$ cat src/sv/cmap_pkg.sv
// Shared types and codes for the routing grid congestion map.
package cmap_pkg;

    // Item kinds carried in s_tuser
    localparam logic [1:0] KIND_SEG  = 2'd0;
    localparam logic [1:0] KIND_HIST = 2'd1;
    localparam logic [1:0] KIND_OVF  = 2'd2;
    localparam logic [1:0] KIND_READ = 2'd3;

    // Configuration register indexes
    localparam logic [1:0] REG_GRID_W = 2'd0;
    localparam logic [1:0] REG_GRID_H = 2'd1;
    localparam logic [1:0] REG_HCAP   = 2'd2;
    localparam logic [1:0] REG_VCAP   = 2'd3;

    localparam int CAP_WIDTH = 16;
    localparam int FIELD_WIDTH = 16;
    localparam int TOTAL_WIDTH = 32;

    // Control into the edge unit
    typedef struct packed {
        logic vert;   // segment update targets the vertical half
        logic in_h;   // horizontal edge of this entry lies inside the grid
        logic in_v;   // vertical edge of this entry lies inside the grid
    } alu_ctrl_t;

    // One result transaction
    typedef struct packed {
        logic [TOTAL_WIDTH-1:0] total;
        logic [CAP_WIDTH-1:0]   capacity;
        logic [FIELD_WIDTH-1:0] history;
        logic [FIELD_WIDTH-1:0] demand;
        logic                   valid;
    } res_t;

endpackage

$ cat src/sv/cmap_alu.sv
// Edge unit: saturating demand update, history bump and overflow of one entry.
module cmap_alu #(
    parameter int COUNT_WIDTH = 16
) (
    input  logic [2*COUNT_WIDTH-1:0]       dem_word,
    input  logic [2*COUNT_WIDTH-1:0]       hist_word,
    input  logic signed [7:0]              delta,
    input  logic [cmap_pkg::CAP_WIDTH-1:0] hcap,
    input  logic [cmap_pkg::CAP_WIDTH-1:0] vcap,
    input  cmap_pkg::alu_ctrl_t            ctrl,
    output logic [2*COUNT_WIDTH-1:0]       dem_word_new,
    output logic [COUNT_WIDTH-1:0]         dem_new,
    output logic [2*COUNT_WIDTH-1:0]       hist_word_new,
    output logic [cmap_pkg::TOTAL_WIDTH-1:0] ovh,
    output logic [cmap_pkg::TOTAL_WIDTH-1:0] ovv
);

    import cmap_pkg::*;

    localparam int CW = COUNT_WIDTH;
    localparam int OW = TOTAL_WIDTH + 1;

    logic [CW-1:0]          dem_h;
    logic [CW-1:0]          dem_v;
    logic [CW-1:0]          hist_h;
    logic [CW-1:0]          hist_v;
    logic [CW-1:0]          dem_cur;
    logic signed [CW+1:0]   dsum;
    logic [OW-1:0]          diff_h;
    logic [OW-1:0]          diff_v;
    logic                   gt_h;
    logic                   gt_v;

    assign dem_h  = dem_word[CW-1:0];
    assign dem_v  = dem_word[2*CW-1:CW];
    assign hist_h = hist_word[CW-1:0];
    assign hist_v = hist_word[2*CW-1:CW];

    // Clamp the signed update at zero and at the counter maximum
    always_comb
    begin
        dem_cur = ctrl.vert ? dem_v : dem_h;
        dsum = $signed({2'b00, dem_cur}) + $signed((CW + 2)'(delta));
        if (dsum[CW+1])
        begin
            dem_new = '0;
        end
        else if (dsum[CW])
        begin
            dem_new = '1;
        end
        else
        begin
            dem_new = dsum[CW-1:0];
        end
        dem_word_new = ctrl.vert ? {dem_new, dem_h} : {dem_v, dem_new};
    end

    always_comb
    begin
        diff_h = OW'(dem_h) - OW'(hcap);
        diff_v = OW'(dem_v) - OW'(vcap);
        gt_h   = ctrl.in_h && (OW'(dem_h) > OW'(hcap));
        gt_v   = ctrl.in_v && (OW'(dem_v) > OW'(vcap));
        ovh    = gt_h ? diff_h[TOTAL_WIDTH-1:0] : '0;
        ovv    = gt_v ? diff_v[TOTAL_WIDTH-1:0] : '0;
        hist_word_new[CW-1:0]    = (gt_h && !(&hist_h)) ? hist_h + CW'(1) : hist_h;
        hist_word_new[2*CW-1:CW] = (gt_v && !(&hist_v)) ? hist_v + CW'(1) : hist_v;
    end

endmodule

$ cat config.mk
export PLATFORM = sky130hd
export DESIGN_NAME = cmap_alu
export DESIGN_NICKNAME = d
export VERILOG_FILES = /design/src/sv/cmap_pkg.sv /design/src/sv/cmap_alu.sv
export SDC_FILE = /design/constraint.sdc
export NUM_CORES = 1
export LEC_CHECK = 0
export BUFFER_PORTS_ARGS = -buffer_cell sky130_fd_sc_hd__clkbuf_2
export CAP_MARGIN = 40
export CELL_PAD_IN_SITES_DETAIL_PLACEMENT = 1
export CELL_PAD_IN_SITES_GLOBAL_PLACEMENT = 1
export CORE_MARGIN = 8
export CORE_UTILIZATION = 28
export DETAILED_ROUTE_END_ITERATION = 8
export GPL_ROUTABILITY_DRIVEN = 0
export PLACE_DENSITY_LB_ADDON = 0.15
export SYNTH_ARGS = -nofsm -noshare
export SYNTH_HDL_FRONTEND = slang
export SYNTH_SLANG_ARGS = --single-unit
$ cat constraint.sdc
create_clock -name vclk -period 5.4
set_clock_uncertainty 0.15 [all_clocks]
set_input_delay 0.54 -clock vclk [all_inputs]
set_output_delay 0.54 -clock vclk [all_outputs]
set_load 0.02 [all_outputs]
==> impl_metrics.json, run 1 <==
{
  "tightest_slew_ps": 637,
  "final_antenna_net_count": 0,
  "fin_setup_tns_ps": 0,
  "dp_hpwl_um": 17200,
  "die-width_um": 142,
  "grt_max_degree": 33,
  "die-area_um2": 20100,
  "net-switching-power_mw": 0.566,
  "rsz0062_at_grt": "false",
  "relSlewSlack_pct": 57.4,
  "syn_to_final_growth_pct": 28.7,
  "crit_buf_inv": 3,
  "yosys_warnings": 0,
  "grt_pass1_wl_um": 30300,
  "p_int_mw": 0.309,
  "synth_cell_types": 68,
  "hold_path.class": "input port to output port",
  "crit_type": "input port to output port",
  "ys_seq_area_share_pct": 0,
  "start_kind": "input port",
  "whs_path_depth": 3,
  "synth_nets": 836,
  "ir_worst_vdd_mv": 0.0778,
  "crit_family": "compound AO/OA/AOI/OAI gates",
  "drive_gt1_share_pct": 34.6,
  "antenna_found_initial": 0,
  "synth_area_um2": 4430,
  "worstPathArrival_ps": 4270,
  "final-setup-viol-count": 0,
  "n_clock_buffer": 0,
  "utilization_pct": 36.4,
  "period_needed_ps": 4960,
  "cp-end-kind": "output port",
  "grt_pass1_vias": 5699,
  "postCtsSetupBuffers": 0,
  "slowest_delay_ps": 510,
  "cts_resized": 0,
  "core-area_um2": 15700,
  "slew_violations": 0,
  "initial_core_util_pct": 28.3,
  "pwr-share-seq_pct": 0,
  "overflow": 0,
  "antenna_cells": 0,
  "max_clock_freq_mhz": 202,
  "first_pass_iters": 4,
  "most-common-layout-cells": "clkbuf_2 (251), nor2_1 (87), inv_1 (65)",
  "timing.final.hold_violations": 0,
  "powerDensity_nw_per_um2": 153,
  "worstPathMaxFanout": 23,
  "seq_cells": 0,
  "routed_wl_um": 19400,
  "cts_hold_buf": 0,
  "port_buffers": 251,
  "critical_path.startpoint": "ctrl[2]",
  "io_pins": 251,
  "switching_share_pct": 64.7,
  "ff_latch_area_um2": 0,
  "final_common_cell": "clkbuf_2",
  "cp_slowest_cell": "nor3_4",
  "clkPwrFrac_pct": 0,
  "drc": 0,
  "worstHoldEndpoint": "hist_word_new[22]",
  "cp_cell_sequence": "clkbuf_2 -> buf_4 -> mux2_2 -> ha_1 -> a21o_1 -> a221o_1 -> and2_1 -> a311o_1 -> nor3_4 -> nor2_1 -> o21ai_0 -> clkbuf_2",
  "holdCritStartpoint": "hist_word[22]",
  "synth_area_per_cell_um2": 6.57,
  "fp.dieH_um": 142,
  "max_cap_viol_count": 0,
  "status": "complete, no violations",
  "num_rows": 46,
  "wl_per_cell_um": 17.6,
  "vias": 5541,
  "crit_top_cell": "clkbuf_2",
  "drt-initial-drc-count": 151,
  "vias_per_cell": 5.04,
  "crit_required_ps": 4710,
  "leakage_nw": 3.02,
  "timing.final.crit_share_pct": 91.8,
  "nNetsFinal": 1047,
  "syn_inst": 675,
  "grt_util_all_layers_pct": 18.2,
  "combPwrFrac_pct": 100.0
}
## Yosys cell counts, drive strengths merged (3+ instances only)
master | instances | area share, %
clkbuf | 9 | 0.76
o211ai | 6 | 1.1
xnor2 | 27 | 5.3
and3 | 6 | 0.85
xor2 | 32 | 6.3
o21a | 5 | 0.85
nand2b | 6 | 0.85
a211oi | 7 | 1.2
mux2i | 4 | 0.90
or2 | 6 | 0.85
o22ai | 15 | 2.1
nor4 | 10 | 2.4
o21ai | 46 | 5.2
buf | 43 | 6.8
a21oi | 36 | 4.1
inv | 65 | 5.5
mux2 | 24 | 6.1
nand2 | 59 | 5.0
or3 | 8 | 1.1
o21bai | 4 | 0.68
nor2 | 87 | 7.4
and2 | 4 | 0.56
nand3 | 19 | 2.4
a31oi | 5 | 0.71
nor3 | 23 | 3.1
fa | 3 | 1.4
nor2b | 6 | 0.85
ha | 51 | 14
nor3b | 6 | 1.0
a21o | 12 | 2.0
nand4 | 9 | 1.3
## through the flow
step	instances	setup slack [ps]	hold slack [ps]	instance area [um^2]	total power, mW
2_1_floorplan	675	774	1060	4440	0.599
3_3_place_gp	1100	484	1240	5700	0.884
3_5_place_dp	1100	428	1240	5700	0.882
4_1_cts	1100	420	1240	5700	0.886
5_1_grt	1100	172	1260	5700	0.960
6_report	1100	441	1230	5700	0.875
## power by group through the flow
| stage | Sequential (mW) | Clock (mW) | Combinational (mW) |
|---|---|---|---|
| finish | 0 | 0 | 0.875 |
| global route | 0 | 0 | 0.960 |
| CTS | 0 | 0 | 0.886 |
| detailed placement | 0 | 0 | 0.882 |
| global placement | 0 | 0 | 0.884 |
| floorplan | 0 | 0 | 0.599 |
## area by class of cell
class                      instances  area [um^2]
fill                            2140         9950
inverter                          65          244
multi-input combinational        558         3860
tap                              216          270
timing repair buffer             261         1330
## routing by layer
layer	GRT usage [%]	up-vias	routed length, um
li1	-	2769	-
met1	22.7	2589	8570
met2	32.9	173	9320
met3	3.06	10	1300
met4	1.53	0	163
met5	0	-	0
## worst max path at each step
stage                       end  cells past startpoint
2_1_floorplan  dem_word_new[28]                     12
3_3_place_gp   dem_word_new[31]                     12
3_5_place_dp    dem_word_new[4]                     12
4_1_cts         dem_word_new[4]                     12
5_1_grt         dem_word_new[4]                     12
6_report        dem_word_new[3]                     12
## cells by family after synthesis
| family | after synthesis | synth area share, % |
|---|---|---|
| and+or+nand+nor | 258 | 29.6 |
| AOI/OAI and AO/OA | 159 | 22.9 |
| buffers and inverters | 117 | 13.1 |
| xor gates and xnor gates | 59 | 11.7 |
| adders and majority gates | 54 | 15.8 |
| muxes | 28 | 7.00 |
(Power assumes the default switching activity.)
==> run 2: changes to the inputs <==
Settings changed: ABC_AREA set to 1, CELL_PAD_IN_SITES_GLOBAL_PLACEMENT 1 to 2, CORE_UTILIZATION 28 to 21.
==> impl_metrics.json, run 2 <==
{
  "most-common-layout-cells": "nand2_1 (369), clkbuf_2 (251), inv_1 (124)",
  "postCtsSetupBuffers": 0,
  "die-width_um": 177,
  "die-area_um2": 31300,
  "n_clock_buffer": 0,
  "synth_area_per_cell_um2": 5.30,
  "status": "complete, no violations",
  "hold_path.class": "input port to output port",
  "crit_top_cell": "nand2_1",
  "overflow": 0,
  "cp-end-kind": "output port",
  "stdcell_area_um2": 6760,
  "cp_slowest_cell": "ha_1",
  "max_cap_viol_count": 0,
  "fin_cells": 1560,
  "vias": 6886,
  "slew_violations": 0,
  "grt_max_degree": 34,
  "vias_per_cell": 4.41,
  "crit_required_ps": 4710,
  "cp_cell_sequence": "clkbuf_2 -> inv_1 -> buf_12 -> nand2_1 -> nand2_1 -> ha_1 -> nand2_1 -> nand2_1 -> nand3_1 -> nand2_2 -> nand2_1 -> nand2_1 -> nand2_1 -> nand2_4 -> nand2_1 -> nand3_1 -> nand2_1 -> clkbuf_2",
  "hold_ws_ps": 1260,
  "yosys.area.top_type": "nand2_1",
  "grt_pass1_wl_um": 40100,
  "dpl.cell_count": 1559,
  "leakage_nw": 4.07,
  "yosys_warnings": 0,
  "rsz0062_at_grt": "false",
  "slowest_delay_ps": 390,
  "final_common_cell": "nand2_1",
  "utilization_pct": 26.2,
  "final-setup-viol-count": 0,
  "antenna_found_initial": 1,
  "fp.dieH_um": 177,
  "synth_nets": 1188,
  "crit_buf_inv": 4,
  "timing.final.crit_share_pct": 72.5,
  "drt-initial-drc-count": 244,
  "num_rows": 59,
  "core-area_um2": 25800,
  "cts_resized": 0,
  "worstPathArrival_ps": 3230,
  "tightest_slew_ps": 767,
  "drive_gt1_share_pct": 27.6,
  "powerDensity_nw_per_um2": 141,
  "dp_hpwl_um": 22700,
  "start_kind": "input port",
  "cts_hold_buf": 0,
  "nNetsFinal": 1387,
  "initial_core_util_pct": 21.1,
  "synth_top_area_share_pct": 25.4,
  "dpl_worst_slack_ps": 1450,
  "max_clock_freq_mhz": 255,
  "fin_setup_tns_ps": 0,
  "relSlewSlack_pct": 48.9,
  "synth_cell_types": 41,
  "ys_seq_area_share_pct": 0,
  "wl_per_cell_um": 16.4,
  "syn_inst": 1027,
  "port_buffers": 251,
  "ir_worst_vdd_mv": 0.0480,
  "ff_latch_area_um2": 0,
  "ys_top_cells_by_area": "nand2_1 (25%), ha_1 (12%), inv_1 (8.5%)",
  "drc": 0,
  "fin_ws_ps": 1480,
  "grt_util_all_layers_pct": 15.6,
  "crit_type": "input port to output port",
  "p_total_mw": 0.955,
  "final_antenna_net_count": 0,
  "synth_area_um2": 5450,
  "timing.final.hold_violations": 0,
  "io_pins": 251,
  "place_area_um2": 6760,
  "syn_to_final_growth_pct": 24.1,
  "synth_most_common_cell": "nand2_1",
  "seq_cells": 0,
  "crit_family": "simple AND/OR/NAND/NOR gates",
  "grt_pass1_vias": 7376,
  "routed_wl_um": 25600,
  "first_pass_iters": 4,
  "worstPathMaxFanout": 32,
  "period_needed_ps": 3920,
  "yosys-top-cells-count": "nand2_1 (369), inv_1 (124), nor2_1 (81)"
}
[run 2: changes by cell type after synthesis, moves of 18 or more]
cell,delta
inv_1,+59
mux2_2,-23
nand2_1,+310
nand2_2,+18
nand3_1,+61
nand4_1,+24
nor2_2,+28
o21ai_0,-23
[run 2: cell families (layout without fill, tap and decap cells)]
kind of cell	Yosys count	count (layout)	share of synthesized area, %
buf+inv	191	388	16.9
fa+ha+maj	54	54	12.8
compound gates	87	87	9.90
xor+xnor	43	43	6.91
simple gates	652	652	53.5
other cells	0	1	0
[run 2: where the power goes]
part           internal [mW]  switching (mW)  leakage [nW]
clock           0.0000000248               0    0.00000634
sequential                 0               0             0
combinational          0.303           0.653          4.07
total                  0.303           0.653          4.07
[run 2: final cells by class]
class | instances | area, um^2
fill | 3539 | 19000
multi-input combinational | 836 | 4530
timing repair buffer | 258 | 1320
inverter | 130 | 490
tap | 335 | 419
antenna | 1 | 2.50
[run 2: worst paths after layout]
path         from                to  slack [ps]  depth (start not counted)
max       ctrl[2]  dem_word_new[17]        1480                         18
min   dem_word[0]   dem_word_new[0]        1260                          4
[run 2: metal layers]
metal	vias up	wire, um	GRT usage [%]
li1	3630	-	-
met2	127	13000	29.2
met5	-	0	0
met1	3124	11400	19.3
met3	5	1200	2.60
met4	0	28	0.595
[run 2: tightest hold or removal path, stage by stage]
cell and delay, ps:
clkbuf_2 90, nand2_1 50, nand2_1 40, clkbuf_2 150
